===== src/rtl/nkzl_pkg.sv =====
`default_nettype none
package nkzl_pkg;

  // Field widths
  localparam int unsigned DIST_W   = 16;
  localparam int unsigned ZONE_W   = 10;
  localparam int unsigned SLOT_W   = 3;
  localparam int unsigned OP_W     = 2;
  localparam int unsigned KCFG_W   = 4;
  localparam int unsigned CFG_IDX_W  = 1;
  localparam int unsigned CFG_DATA_W = 16;

  // Stream widths, padded to whole bytes
  localparam int unsigned IN_DATA_W  = 32;
  localparam int unsigned OUT_DATA_W = 32;

  // Parameter defaults
  localparam int unsigned MAX_K_DEF     = 8;
  localparam int unsigned MAX_ZONES_DEF = 1024;

  // Operation codes
  localparam logic [OP_W-1:0] OP_CLEAR = 2'd0;
  localparam logic [OP_W-1:0] OP_OFFER = 2'd1;
  localparam logic [OP_W-1:0] OP_READ  = 2'd2;
  localparam logic [OP_W-1:0] OP_NOP   = 2'd3;

  // Register indexes
  localparam logic [CFG_IDX_W-1:0] REG_K_IN_USE   = 1'd0;
  localparam logic [CFG_IDX_W-1:0] REG_DIST_LIMIT = 1'd1;

  // Register reset values
  localparam logic [KCFG_W-1:0] K_IN_USE_RST   = 4'd8;
  localparam logic [DIST_W-1:0] DIST_LIMIT_RST = 16'hFFFF;

endpackage
`default_nettype wire


===== src/rtl/nkzl_cmp_unit.sv =====
`default_nettype none
// Shared compare unit: judges one stored entry against the candidate
// and the running farthest distance.
module nkzl_cmp_unit
  import nkzl_pkg::*;
(
  input  wire logic              entry_valid_i,
  input  wire logic [DIST_W-1:0] entry_dist_i,
  input  wire logic [DIST_W-1:0] cand_dist_i,
  input  wire logic [DIST_W-1:0] far_dist_i,
  output logic                   is_empty_o,
  output logic                   is_farther_o,
  output logic                   is_closer_o
);

  assign is_empty_o   = ~entry_valid_i;
  assign is_farther_o = entry_dist_i > far_dist_i;
  assign is_closer_o  = cand_dist_i < entry_dist_i;

endmodule
`default_nettype wire


===== src/rtl/nearest_k_zone_list.sv =====
`default_nettype none
// Nearest-K zone list. Holds an unordered list of up to MAX_K (zone,
// distance) entries for one pixel; distances are unsigned Q12.4. Each
// transfer on the input stream carries one operation in tuser: clear empties
// the list, offer proposes a candidate, read returns one slot. Every
// operation yields exactly one result transfer. An offer below
// distance_limit with a zone below MAX_ZONES fills the first empty slot among
// the first k_in_use slots, or else replaces the farthest entry (first one on
// ties) when the candidate is closer than some held entry. Timing: the block
// takes one item at a time. Clear, read, nop and a refused offer go
// straight to the finish state; an offer that goes to the scan visits
// slots up to k_in_use first, and when all are full also notes the end
// of the list. The scan visits one slot per cycle through a single shared
// compare unit. The finish state waits until the output register is free.
// A new item is taken as soon as the sequencer is idle, even while the
// previous result still waits in the output register.
// Configuration: write k_in_use (index 0) and distance_limit (index 1) only
// while the block is idle.
module nearest_k_zone_list
  import nkzl_pkg::*;
#(
  parameter int unsigned MAX_K     = MAX_K_DEF,
  parameter int unsigned MAX_ZONES = MAX_ZONES_DEF
) (
  input  wire logic                  clk_i,
  input  wire logic                  rst_ni,

  input  wire logic                  cfg_we_i,
  input  wire logic [CFG_IDX_W-1:0]  cfg_idx_i,
  input  wire logic [CFG_DATA_W-1:0] cfg_data_i,

  input  wire logic                  s_axis_tvalid,
  output logic                       s_axis_tready,
  // tdata: cand_distance[15:0], cand_zone[25:16], read_slot[28:26], zero pad
  input  wire logic [IN_DATA_W-1:0]  s_axis_tdata,
  // tuser: opcode[1:0]
  input  wire logic [OP_W-1:0]       s_axis_tuser,

  output logic                       m_axis_tvalid,
  input  wire logic                  m_axis_tready,
  // tdata: accepted[0], slot_valid[1], slot_distance[17:2],
  //        slot_zone[27:18], zero pad
  output logic [OUT_DATA_W-1:0]      m_axis_tdata
);

  localparam int unsigned IDX_W = (MAX_K > 1) ? $clog2(MAX_K) : 1;
  localparam int unsigned CNT_W = $clog2(MAX_K + 1);

  // Sequencer states
  localparam logic [1:0] ST_IDLE = 2'd0;
  localparam logic [1:0] ST_SCAN = 2'd1;
  localparam logic [1:0] ST_FIN  = 2'd2;

  // Configuration registers
  logic [KCFG_W-1:0] k_q;
  logic [DIST_W-1:0] limit_q;

  always_ff @(posedge clk_i or negedge rst_ni) begin
    if (!rst_ni) begin
      k_q     <= K_IN_USE_RST;
      limit_q <= DIST_LIMIT_RST;
    end else if (cfg_we_i) begin
      unique case (cfg_idx_i)
        REG_K_IN_USE:   k_q     <= cfg_data_i[KCFG_W-1:0];
        REG_DIST_LIMIT: limit_q <= cfg_data_i[DIST_W-1:0];
        default: ;
      endcase
    end
  end

  // Slots in use, saturated to MAX_K
  logic [31:0]      k_ext;
  logic [31:0]      n_ext;
  logic [CNT_W-1:0] n_slots;

  assign k_ext   = 32'(k_q);
  assign n_ext   = (k_ext > MAX_K) ? MAX_K : k_ext;
  assign n_slots = n_ext[CNT_W-1:0];

  // Input field split
  logic [DIST_W-1:0] in_dist;
  logic [ZONE_W-1:0] in_zone;
  logic [SLOT_W-1:0] in_slot;

  assign in_dist = s_axis_tdata[DIST_W-1:0];
  assign in_zone = s_axis_tdata[DIST_W+ZONE_W-1:DIST_W];
  assign in_slot = s_axis_tdata[DIST_W+ZONE_W+SLOT_W-1:DIST_W+ZONE_W];

  // Item and scan registers
  logic [1:0]        state_q, state_d;
  logic [OP_W-1:0]   op_q, op_d;
  logic [DIST_W-1:0] cand_dist_q, cand_dist_d;
  logic [ZONE_W-1:0] cand_zone_q, cand_zone_d;
  logic [SLOT_W-1:0] slot_q, slot_d;
  logic [CNT_W-1:0]  cnt_q, cnt_d;
  logic [DIST_W-1:0] far_q, far_d;
  logic [IDX_W-1:0]  target_q, target_d;
  logic              take_q, take_d;

  // List storage; payload needs no reset since invalid slots read as zero
  logic              valid_q [MAX_K];
  logic [DIST_W-1:0] dist_q  [MAX_K];
  logic [ZONE_W-1:0] zone_q  [MAX_K];

  // Output register
  logic                  m_valid_q, m_valid_d;
  logic [OUT_DATA_W-1:0] m_data_q, m_data_d;

  // Single read index: read slot for a read, scan counter otherwise
  logic [31:0]       slot_ext;
  logic              slot_in_range;
  logic [IDX_W-1:0]  rd_idx;
  logic              rd_valid;
  logic [DIST_W-1:0] rd_dist;
  logic [ZONE_W-1:0] rd_zone;

  assign slot_ext      = 32'(slot_q);
  assign slot_in_range = slot_ext < MAX_K;
  assign rd_idx        = (op_q == OP_READ) ? slot_ext[IDX_W-1:0] : cnt_q[IDX_W-1:0];
  assign rd_valid      = valid_q[rd_idx];
  assign rd_dist       = dist_q[rd_idx];
  assign rd_zone       = zone_q[rd_idx];

  logic is_empty, is_farther, is_closer;

  nkzl_cmp_unit u_cmp (
    .entry_valid_i (rd_valid),
    .entry_dist_i  (rd_dist),
    .cand_dist_i   (cand_dist_q),
    .far_dist_i    (far_q),
    .is_empty_o    (is_empty),
    .is_farther_o  (is_farther),
    .is_closer_o   (is_closer)
  );

  logic in_xfer;
  logic out_free;
  logic refuse;

  assign s_axis_tready = (state_q == ST_IDLE);
  assign in_xfer       = s_axis_tvalid && s_axis_tready;
  assign out_free      = !m_valid_q || m_axis_tready;
  assign refuse        = (in_dist >= limit_q) || (32'(in_zone) >= MAX_ZONES);

  // Sequencer
  always_comb begin
    state_d     = state_q;
    op_d        = op_q;
    cand_dist_d = cand_dist_q;
    cand_zone_d = cand_zone_q;
    slot_d      = slot_q;
    cnt_d       = cnt_q;
    far_d       = far_q;
    target_d    = target_q;
    take_d      = take_q;

    unique case (state_q)
      ST_IDLE: begin
        if (in_xfer) begin
          op_d        = s_axis_tuser;
          cand_dist_d = in_dist;
          cand_zone_d = in_zone;
          slot_d      = in_slot;
          cnt_d       = '0;
          far_d       = '0;
          target_d    = '0;
          take_d      = 1'b0;
          // Refused offers skip the scan
          state_d = (s_axis_tuser == OP_OFFER && !refuse) ? ST_SCAN : ST_FIN;
        end
      end
      ST_SCAN: begin
        if (cnt_q >= n_slots) begin
          state_d = ST_FIN;
        end else if (is_empty) begin
          take_d   = 1'b1;
          target_d = cnt_q[IDX_W-1:0];
          state_d  = ST_FIN;
        end else begin
          if (is_farther) begin
            far_d    = rd_dist;
            target_d = cnt_q[IDX_W-1:0];
          end
          if (is_closer) begin
            take_d = 1'b1;
          end
          cnt_d = cnt_q + 1'b1;
        end
      end
      ST_FIN: begin
        if (out_free) begin
          state_d = ST_IDLE;
        end
      end
      default: state_d = ST_IDLE;
    endcase
  end

  // Result assembly
  logic              res_accepted;
  logic              res_valid;
  logic [DIST_W-1:0] res_dist;
  logic [ZONE_W-1:0] res_zone;
  logic              fin_load;

  assign fin_load     = (state_q == ST_FIN) && out_free;
  assign res_accepted = (op_q == OP_OFFER) && take_q;
  assign res_valid    = (op_q == OP_READ) && slot_in_range && rd_valid;
  assign res_dist     = res_valid ? rd_dist : '0;
  assign res_zone     = res_valid ? rd_zone : '0;

  always_comb begin
    m_valid_d = m_valid_q;
    m_data_d  = m_data_q;
    if (m_axis_tready) begin
      m_valid_d = 1'b0;
    end
    if (fin_load) begin
      m_valid_d = 1'b1;
      m_data_d  = OUT_DATA_W'({res_zone, res_dist, res_valid, res_accepted});
    end
  end

  always_ff @(posedge clk_i or negedge rst_ni) begin
    if (!rst_ni) begin
      state_q   <= ST_IDLE;
      m_valid_q <= 1'b0;
      take_q    <= 1'b0;
      cnt_q     <= '0;
    end else begin
      state_q   <= state_d;
      m_valid_q <= m_valid_d;
      take_q    <= take_d;
      cnt_q     <= cnt_d;
    end
  end

  always_ff @(posedge clk_i) begin
    op_q        <= op_d;
    cand_dist_q <= cand_dist_d;
    cand_zone_q <= cand_zone_d;
    slot_q      <= slot_d;
    far_q       <= far_d;
    target_q    <= target_d;
    m_data_q    <= m_data_d;
  end

  // Valid bits: drop all on clear, set the target on an accepted offer
  always_ff @(posedge clk_i or negedge rst_ni) begin
    if (!rst_ni) begin
      for (int i = 0; i < MAX_K; i++) begin
        valid_q[i] <= 1'b0;
      end
    end else if (fin_load && op_q == OP_CLEAR) begin
      for (int i = 0; i < MAX_K; i++) begin
        valid_q[i] <= 1'b0;
      end
    end else if (fin_load && res_accepted) begin
      valid_q[target_q] <= 1'b1;
    end
  end

  always_ff @(posedge clk_i) begin
    if (fin_load && res_accepted) begin
      dist_q[target_q] <= cand_dist_q;
      zone_q[target_q] <= cand_zone_q;
    end
  end

  assign m_axis_tvalid = m_valid_q;
  assign m_axis_tdata  = m_data_q;

endmodule
`default_nettype wire

===== config.mk =====
export PLATFORM = sky130hd
export DESIGN_NAME = nearest_k_zone_list
export DESIGN_NICKNAME = d
export VERILOG_FILES = /design/src/rtl/nkzl_pkg.sv /design/src/rtl/nkzl_cmp_unit.sv /design/src/rtl/nearest_k_zone_list.sv
export SDC_FILE = /design/constraint.sdc
export NUM_CORES = 1
export LEC_CHECK = 0
export ABC_CLOCK_PERIOD_IN_PS = 3650
export BUFFER_PORTS_ARGS = -buffer_cell sky130_fd_sc_hd__buf_2
export CAP_MARGIN = 20
export CORE_MARGIN = 2
export CORE_UTILIZATION = 27
export CTS_CLUSTER_SIZE = 25
export DETAILED_ROUTE_END_ITERATION = 8
export PLACE_DENSITY = 0.42
export SETUP_SLACK_MARGIN = 0.4
export SLEW_MARGIN = 20
export SYNTH_ARGS = -nofsm -noshare
export SYNTH_HDL_FRONTEND = slang
export SYNTH_SLANG_ARGS = --single-unit
export TNS_END_PERCENT = 50

===== constraint.sdc =====
create_clock -name clk_i -period 3.65 [get_ports clk_i]
set_input_delay 0.5475 -clock clk_i [delete_from_list [all_inputs] [get_ports clk_i]]
set_output_delay 0.5475 -clock clk_i [all_outputs]
set_load 0.02 [all_outputs]

==> results of run 1 <==
==> state kept, by name (all words and copies together) (netlist names), 8 cells and up <==
name / flops
dist_q: 128
limit_q: 16
zone_q: 80
m_axis_tdata: 28
far_q: 16
cand_zone_q: 10
valid_q: 8
cand_dist_q: 16
==> how the worst max path moves through the flow <==
stage                        from      endpoint  slack [ps]  cells past startpoint
finish                    op_q[0]   target_q[0]         -20                     14
global route              op_q[0]   target_q[0]        -180                     14
CTS                       op_q[0]   target_q[1]         -40                     14
detailed placement        op_q[0]      far_q[9]        -130                     13
global placement          op_q[0]   target_q[0]         -90                     14
floorplan           m_axis_tready  dist_q[0][0]        -280                      5
==> cells in the final DEF, fill, tap and decap left out, types with 6 or more instances in the layout <==
| cell type | instances |
|---|---|
| nor2_1 | 48 |
| a21oi_1 | 23 |
| nand4_1 | 6 |
| edfxtp_1 | 286 |
| o21ai_0 | 8 |
| dfstp_2 | 17 |
| mux2_2 | 19 |
| nand2_1 | 34 |
| buf_12 | 6 |
| mux2i_4 | 13 |
| buf_4 | 61 |
| dfrtp_1 | 19 |
| a21o_1 | 8 |
| o21a_1 | 9 |
| nor2_2 | 6 |
| nand2b_1 | 9 |
| o211ai_1 | 7 |
| mux4_2 | 50 |
| inv_1 | 50 |
| mux2i_1 | 10 |
| clkbuf_16 | 41 |
| ha_4 | 6 |
| clkinv_1 | 11 |
| nor2b_1 | 7 |
| buf_2 | 82 |
| ha_1 | 46 |
==> power breakdown <==
part           total, W  switching [W]  internal (W)  leakage (nW)
Clock           0.00364        0.00148       0.00216         0.579
Sequential      0.00472       0.000216       0.00451          3.05
Combinational   0.00215        0.00120      0.000954          2.46
Total            0.0105        0.00289       0.00762          6.09
==> metrics by stage <==
stage          util (%)  std cells  TNS (ps)
5_1_grt           33.36       1638     -3224
4_1_cts           32.95       1630    -119.2
6_report          33.36       1638    -56.59
3_5_place_dp      30.48       1564     -2428
3_3_place_gp      30.48       1564     -1580
2_1_floorplan         -        778     -7467
==> worst reg2reg max path: cells and delay by family, from the launching register on <==
| family | cells | cell delay, ps |
|---|---|---|
| DFF | 1 | 440 |
| AOI/OAI and AO/OA | 4 | 920 |
| adders and majority gates | 1 | 270 |
| and+or+nand+nor | 3 | 550 |
| buffers and inverters | 4 | 520 |
| muxes | 2 | 710 |
==> logic make-up (layout without fill, tap and decap cells) <==
kind of cell,count (synthesis),in the layout
AOI/OAI and AO/OA,82,82
xor gates and xnor gates,1,1
adders and majority gates,52,52
buffers and inverters,85,273
DFF,322,322
muxes,94,94
other,1,4
and+or+nand+nor,138,138
==> layout make-up <==
type	count	area, um^2
clock buffer	43	991.0
sequential	322	9510
tap	672	840.8
fill	4899	33230
timing repair buffer	152	1050
inverter	56	210.2
clock inverter	22	197.7
multi-input combinational	371	3836
==> timing repair <==
item	CTS	global route
pin swaps	5	6
buffers inserted	1	6
cloned	0	2
gates resized for setup	6	19
hold buffers	0	0
setup endpoints to repair	20	20
endpoints found under the hold margin	0	0
==> routing by layer <==
layer | vias up | share of wire, % | track usage [%]
met2 | 98 | 49 | 20.93
met3 | 46 | 3.0 | 2.096
li1 | 3319 | - | -
met4 | 0 | 2.4 | 3.779
met1 | 3638 | 45 | 15.94
met5 | - | 0 | 0
==> metrics.cfg, run 1 <==
[outcome]
status=finished, violations left
violations=setup timing

[sta]
hold_viol=0
finalClockSkew_ps=21.15
worstMarginPinSlew_ps=844.6
finalWorstSetupSlack_ps=-20.88
slew_headroom_pct=43.69
rsz0062_at_grt=yes
finalCriticalPeriod_ps=3671
whs_ps=137.3
max_freq_mhz=272.4
final_max_slew_viol_count=0
setup_viol=3
post-route-period-util_pct=100.6

[critical_path]
crit_path_end_kind=flop
cp_top_family=compound AO/OA/AOI/OAI gates
critPathMaxStageDelay_ps=510
critical_path_buf_inv_count=4
critPathArrivalTime_ps=3930
criticalPathCategory=reg2reg
crit_required_ps=3910
slowest_stage=mux4_2
r2r_cells=14
reg2reg_from=op_q[0]
rrSetupSlack_ps=-20
critical_path.cell_chain=nor2b_4, o21a_4, buf_12, buf_4, mux4_2, mux2i_4, inv_2, ha_4, nand4_1, nor3_2, a21oi_1, a31o_2, buf_4, o32a_1
critPathMaxFanout=7
crit_top_cell=buf_4
timing.rr.end=target_q[0]
start_kind=flop

[logic_synthesis]
synth_common_cells=286 x edfxtp_1, 56 x inv_1, 55 x nor2_1, 52 x ha_1, 50 x mux4_2
synth_compound_gate_area_share_pct=4.108
synthArstFlopShare_pct=11.18
yosysSeqAreaShare_pct=70.00
syn_area_mm2=0.01359
synth_top_family_by_area=multiplexers
synth_top_area_share_pct=63.22
synth-xor-area-share_pct=0.06447
synth_edf_count=286
yosys-mux-area-fraction_pct=12.95
yosys_warnings=0
synth_cell_types=57
yosysTopAreaCell=edfxtp_1
netlist_instances=775
yosysMostFrequentCell=edfxtp_1
synth-simple-area-share_pct=4.872
post_synth.cell_area_avg_um2=17.53
synth-seq-cells=322
synthAdderAreaFrac_pct=4.789
synth_area_leaders=edfxtp_1 63%, mux4_2 8.3%, ha_1 4.8%
synth_flop_cell=edfxtp_1

[floorplan]
die_width_um=228.3
initial_core_util_pct=27.25
die_area_mm2=0.05213
core-area_mm2=0.04986
rows=82
boundaryPins=90
die_h_um=228.3

[grt]
first_global_vias=7500
grt_max_degree=37
track_usage_pct=12.26
antenna_found_initial=0
grt_pass1_wl_mm=47.45
grt-ovfl-total=0

[clock_network]
cts_sinks=322
cts_buffers=38
h-tree-depth=2
clkSlewWorstSetupHoldPaths_ps=60
clockBufferDepth=3
tritoncts=yes
clk_root_buffer_cell=clkbuf_16
clkLatencyLatePin_ps=530

[final_layout]
finalNetCount=1049
antennaDiodeCount=0
drive_gt1_share_pct=35.40
syn_to_final_growth_pct=22.45
final_area_mm2=0.01664

[routing]
dr.first_iter.drc_count=364
vias=7101
antenna_left=0
drc=0
route.detailed.wl_per_inst_um=19.35
drtPass1Iterations=4
via_per_inst=4.335
wl_mm=31.70

[placed_design]
dpl_cell_area_mm2=0.01520
post-place-ws_ps=-131.6
io_buffers=82
gp_congestion=0.7036
hpwl_mm=20.46

[pwr]
p_leak_nw=6.094
cellPowerDensity_mw_per_mm2=632.0
total_power_w=0.01051
ir_worst_vdd_v=0.0003767

[min_path]
hold_class=in2async

[flow_run]
drv_cap=0

(Power assumes the default switching activity.)
==> inputs of run 2 (changes only) <==
RECOVER_POWER = 50   (was default)
==> run 2 against run 1 <==
Net effect:
- critical path depth unchanged
- critical endpoint unchanged
- worst hold slack better by 60 ps
- critical path type unchanged
- combinational power about the same
- global-route usage unchanged
- sequential cell count unchanged
- clock power about the same
- largest cell class unchanged
- final cell count unchanged
- register-to-register slack about the same
- count of clock-buffer cells in the layout unchanged
- the flow finishes with violations (capacitance limit, slew limit, setup timing)
- total power down 0.23%
- die area unchanged
==> metrics.cfg, run 2 (same netlist as run 1, synthesis figures left out) <==
[final_layout]
drive_gt1_share_pct=30.12  ; -5.3 points
syn_to_final_growth_pct=21.99
most-common-layout-cells=286 x edfxtp_1, 61 x buf_4, 54 x clkbuf_1, 50 x inv_1, 50 x mux4_2
top_register=dist_q
antennaDiodeCount=0  ; unchanged
finalNetCount=1049  ; unchanged
mostFrequentLayoutCell=edfxtp_1
largest_register_ffs=128  ; unchanged
instances_no_fill=1638  ; unchanged

[clock_network]
clk_root_buffer_cell=clkbuf_16
clkLatencyLatePin_ps=530  ; about the same
tritoncts=yes
clockBufferDepth=3  ; unchanged
cts_buffers=38  ; unchanged
h-tree-depth=2  ; unchanged
cts_sinks=322  ; unchanged
clkSlewWorstSetupHoldPaths_ps=60  ; about the same

[sta]
tns_ps=-61.61  ; -5.020 ps
hold_viol=0  ; unchanged
rsz0062_at_grt=yes
worstMarginPinSlew_ps=2014  ; +1169 ps
post-route-period-util_pct=100.6  ; about the same
slew_headroom_pct=-34.25  ; -78 points
finalWorstSetupSlack_ps=-22.69  ; -1.810 ps
finalCriticalPeriod_ps=3673  ; +1.810 ps
setup_viol=3  ; unchanged
finalClockSkew_ps=20.06  ; -1.086 ps
max_freq_mhz=272.3  ; about the same
final_max_slew_viol_count=37  ; +37

[outcome]
violations=capacitance limit, slew limit, setup timing
status=finished, violations left

[placed_design]
dp.cells=1564  ; unchanged
io_buffers=82  ; unchanged
gp_congestion=0.7036  ; unchanged
post-place-ws_ps=-131.6  ; unchanged
hpwl_mm=20.46  ; unchanged

[routing]
route.detailed.wl_per_inst_um=19.40  ; +0.23%
dr.first_iter.drc_count=379  ; +4.1%
drtPass1Iterations=4  ; unchanged
via_per_inst=4.335  ; unchanged
antenna_left=0  ; unchanged
wl_mm=31.77  ; +0.23%
drc=0  ; unchanged
vias=7101  ; unchanged

[floorplan]
initial_core_util_pct=27.25  ; unchanged
die_area_mm2=0.05213  ; unchanged
rows=82  ; unchanged
die_width_um=228.3  ; unchanged
core-area_mm2=0.04986  ; unchanged
die_h_um=228.3  ; unchanged
boundaryPins=90  ; unchanged

[grt]
grt_max_degree=37  ; unchanged
grt-ovfl-total=0  ; unchanged
track_usage_pct=12.26  ; unchanged
grt_pass1_wl_mm=47.45  ; unchanged
antenna_found_initial=0  ; unchanged
first_global_vias=7500  ; unchanged

[pwr]
ir_worst_vdd_v=0.0003761  ; -0.16%
p_leak_nw=5.950  ; -2.4%
cellPowerDensity_mw_per_mm2=633.0  ; +0.15%
total_power_w=0.01049  ; -0.23%

[min_path]
hold_class=in2reg

[critical_path]
crit_required_ps=3910  ; about the same
crit_path_end_kind=flop
start_kind=flop
critPathMaxFanout=7  ; unchanged
critPathArrivalTime_ps=3930  ; about the same
criticalPathCategory=reg2reg

[flow_run]
drv_cap=1  ; +1

## run 2: final timing paths
check,start,slack (ps),to,cells past startpoint
setup / recovery,op_q[0],-20,target_q[0],14
hold / removal,s_axis_tdata[17],200,cand_zone_q[1],1
setup reg to reg,op_q[0],-20,target_q[0],14
hold reg to reg,valid_q[4],490,valid_q[4],1
max in group asynchronous,rst_ni,1890,k_q[1],1
min in group asynchronous,rst_ni,600,m_axis_tvalid,1
## run 2: critical path: stages, from the launching register on
cell,delay [ps]
edfxtp_1,440
nor2b_4,180
o21a_4,300
buf_12,180
buf_4,130
mux4_2,510
mux2i_4,200
inv_2,70
ha_4,270
nand4_1,160
nor3_2,210
a21oi_1,60
a31o_2,240
buf_4,140
o32a_1,330
## run 2: through the flow
stage | utilization [%] | cell area [um^2] | hold slack (ps)
6_report | 33.24 | 16570 | 197.4
4_1_cts | 32.95 | 16430 | 151.7
3_5_place_dp | 30.48 | 15200 | 480.4
5_1_grt | 33.24 | 16570 | 176.1
2_1_floorplan | - | 13640 | 251.9
3_3_place_gp | 30.48 | 15200 | 472.6
## run 2: cell type report
type / instances / area (um^2)
clock buffer: 43 / 991.0
clock inverter: 22 / 197.7
fill: 4924 / 33290
inverter: 56 / 210.2
multi-input combinational: 371 / 3836
sequential: 322 / 9510
tap: 672 / 840.8
timing repair buffer: 152 / 987.2
## run 2: layer usage
| layer | part of all wire, % | vias to the layer above | global-route usage, % |
|---|---|---|---|
| met1 | 45 | 3640 | 15.94 |
| met4 | 2.4 | 0 | 3.779 |
| met2 | 49 | 96 | 20.93 |
| met3 | 2.9 | 46 | 2.096 |
| met5 | 0 | - | 0 |
| li1 | - | 3319 | - |
## run 2: timing repair
item                                    4_1_cts  5_1_grt
pin swaps                                     5        6
cloned                                        0        2
resized for setup                             6       19
hold buffers                                  0        0
endpoints found under the setup margin       20       20
buffers inserted                              1        6
## run 2: where the power goes
part           total, W  switching (W)  internal [W]
Clock           0.00364        0.00148       0.00216
Combinational   0.00213        0.00120      0.000924
Sequential      0.00473       0.000220       0.00451
Total            0.0105        0.00290       0.00759
==> inputs of run 3 (changes only) <==
PLACE_DENSITY = 0.4   (was 0.42)
==> run 3 against run 2 <==
Net effect:
- the run ends with capacitance limit, slew limit left
- total power shrank 1.5%
- count of clock-buffer cells in the layout grew 1
- maximum frequency grew 2.7%
- clock power shrank 6.0%
- cell area grew 0.17%
- sequential cell count is the same
- largest cell class unchanged
==> metrics.cfg, run 3 (same netlist as run 1, synthesis figures left out) <==
[placed_design]
gp_congestion=0.7287  ; +3.6%
io_buffers=82  ; unchanged
hpwl_mm=21.68  ; +6.0%
dpl_cell_area_mm2=0.01528  ; +0.58%

[final_layout]
final_area_mm2=0.01660  ; +0.17%
multiInputGateArea_mm2=0.003840  ; about the same
antennaDiodeCount=0  ; unchanged
drive_gt1_share_pct=31.65  ; +1.5 points
final-seq-area_mm2=0.009510  ; unchanged
largest_register_ffs=128  ; unchanged
most-common-layout-cells=286 x edfxtp_1, 58 x buf_4, 51 x inv_1, 50 x mux4_2, 48 x nor2_1
finalNetCount=1053  ; +0.38%
mostFrequentLayoutCell=edfxtp_1
syn_to_final_growth_pct=22.21
utilization_pct=33.30  ; +0.058 points
top_register=dist_q
fillers=4934  ; +0.20%

[sta]
slew_headroom_pct=-38.09  ; -3.8 points
post-route-period-util_pct=97.95  ; -2.7 points
whs_ps=195.1  ; -2.296 ps
final_max_slew_viol_count=37  ; unchanged
max_freq_mhz=279.7  ; +2.7%
finalClockSkew_ps=23.16  ; +3.100 ps
rsz0062_at_grt=yes
hold_viol=0  ; unchanged
finalCriticalPeriod_ps=3575  ; -97.45 ps
worstMarginPinSlew_ps=2071  ; +57.61 ps
setup_viol=0  ; -3

[routing]
antenna_left=0  ; unchanged
via_per_inst=4.308  ; -0.62%
dr.first_iter.drc_count=344  ; -9.2%
drc=0  ; unchanged
wl_mm=32.90  ; +3.5%
vias=7074  ; -0.38%
drtPass1Iterations=4  ; unchanged
route.detailed.wl_per_inst_um=20.03  ; +3.3%

[clock_network]
clockBufferDepth=3  ; unchanged
cts_buffers=37  ; -2.6%
clk_root_buffer_cell=clkbuf_16
tritoncts=yes
h-tree-depth=2  ; unchanged
clkSlewWorstSetupHoldPaths_ps=60  ; about the same
cts_sinks=322  ; unchanged
clkLatencyLatePin_ps=530  ; about the same
hold_buffers=0  ; unchanged

[min_path]
hold_class=in2reg
worstHoldStart=s_axis_tdata[22]

[pwr]
ir_worst_vdd_v=0.0002985  ; -21%
total_power_w=0.01033  ; -1.5%
intPower_w=0.007428  ; -2.1%
comb_power_share_pct=21.0  ; +0.7 points
cellPowerDensity_mw_per_mm2=622.1  ; -1.7%
p_leak_nw=6.001  ; +0.86%
p_sw_share_pct=28.08  ; +0.44 points
p_seq_share_pct=45.8  ; +0.7 points
net-switching-power_w=0.002900  ; about the same
clockPowerShare_pct=33.1  ; -1.6 points

[outcome]
violations=capacitance limit, slew limit
status=finished, violations left

[critical_path]
criticalPathCategory=reg2reg
start_kind=flop
critPathArrivalTime_ps=3810  ; -120 ps
crit_path_end_kind=flop
critPathMaxFanout=16  ; +9
crit_required_ps=3890  ; -20 ps
startpoint=op_q[0]
reg2reg_from=op_q[0]

[grt]
track_usage_pct=12.81  ; +0.55 points
grt_max_degree=37  ; unchanged
grt-ovfl-total=0  ; unchanged
grt_pass1_wl_mm=49.36  ; +4.0%
first_global_vias=7701  ; +2.7%
antenna_found_initial=0  ; unchanged

[floorplan]
die_width_um=228.3  ; unchanged
die_area_mm2=0.05213  ; unchanged
core-area_mm2=0.04986  ; unchanged
rows=82  ; unchanged
die_h_um=228.3  ; unchanged
initial_core_util_pct=27.25  ; unchanged
boundaryPins=90  ; unchanged

[flow_run]
drv_cap=1  ; unchanged

## run 3: cell types whose count changed in the layout (fill, tap and decap cells not counted), moves of 3 or more
| cell | delta |
|---|---|
| buf_12 | +6 |
| buf_2 | +15 |
| buf_4 | -3 |
| clkbuf_1 | -12 |
| clkbuf_16 | -3 |
| clkinv_2 | +4 |
| o21ai_1 | +3 |
## run 3: metrics by stage
step                instances  setup TNS (ps)  setup slack, ps
floorplan                 778           -7467           -283.1
global placement         1569           -3104           -195.3
detailed placement       1569           -3217           -202.3
CTS                      1637               0            53.00
global route             1642          -992.9           -67.61
finish                   1642               0            74.76
## run 3: path summary, 6_finish.rpt
| kind | end | slack (ps) | cells after the start |
|---|---|---|---|
| worst max-delay path | far_q[6] | 70 | 16 |
| max in group asynchronous | valid_q[3] | 1830 | 1 |
| worst min register to register | valid_q[6] | 490 | 1 |
| worst min-delay path | cand_zone_q[6] | 200 | 1 |
| worst max register to register | far_q[6] | 70 | 16 |
| min in group asynchronous | m_axis_tvalid | 610 | 1 |
## run 3: cell type report
type	count	share of cell area (%)
clock buffers	44	5.863
clock inverters	20	0.7461
inverters	56	1.266
multi-input cells	371	23.13
flip-flops and latches	322	57.28
well taps	672	5.064
repair buffers	157	6.647
## run 3: what timing repair did
item | CTS | global route
resized for setup | 4 | 20
gates cloned | 1 | 0
setup buffers | 3 | 5
endpoints found under the setup margin | 20 | 20
pin swaps | 5 | 5
endpoints found under the hold margin | 0 | 0
## run 3: power groups by stage
stage / registers, W / clock network [W] / logic [W]
floorplan: 0.00486 / 0 / 0.00120
global placement: 0.00480 / 0 / 0.00207
detailed placement: 0.00481 / 0 / 0.00208
CTS: 0.00474 / 0.00355 / 0.00215
global route: 0.00479 / 0.00367 / 0.00241
finish: 0.00473 / 0.00342 / 0.00217
## run 3: layer usage
metal	routed length (um)	GRT usage (%)	vias up
met4	804	3.983	0
met5	0	0	-
met1	14770	16.72	3574
met2	16310	21.97	119
met3	1011	1.934	50
li1	-	-	3331
## run 3: worst max-delay path: stages, from the launching register on
cell	delay [ps]
edfxtp_1	430
nor2b_4	180
o21a_4	200
buf_12	160
buf_12	120
mux4_2	520
mux2i_4	200
inv_2	60
ha_4	280
nand2_1	50
o211ai_1	200
o2111ai_2	150
a21oi_1	170
a31o_2	170
a21oi_2	80
nor2_4	130
buf_12	160
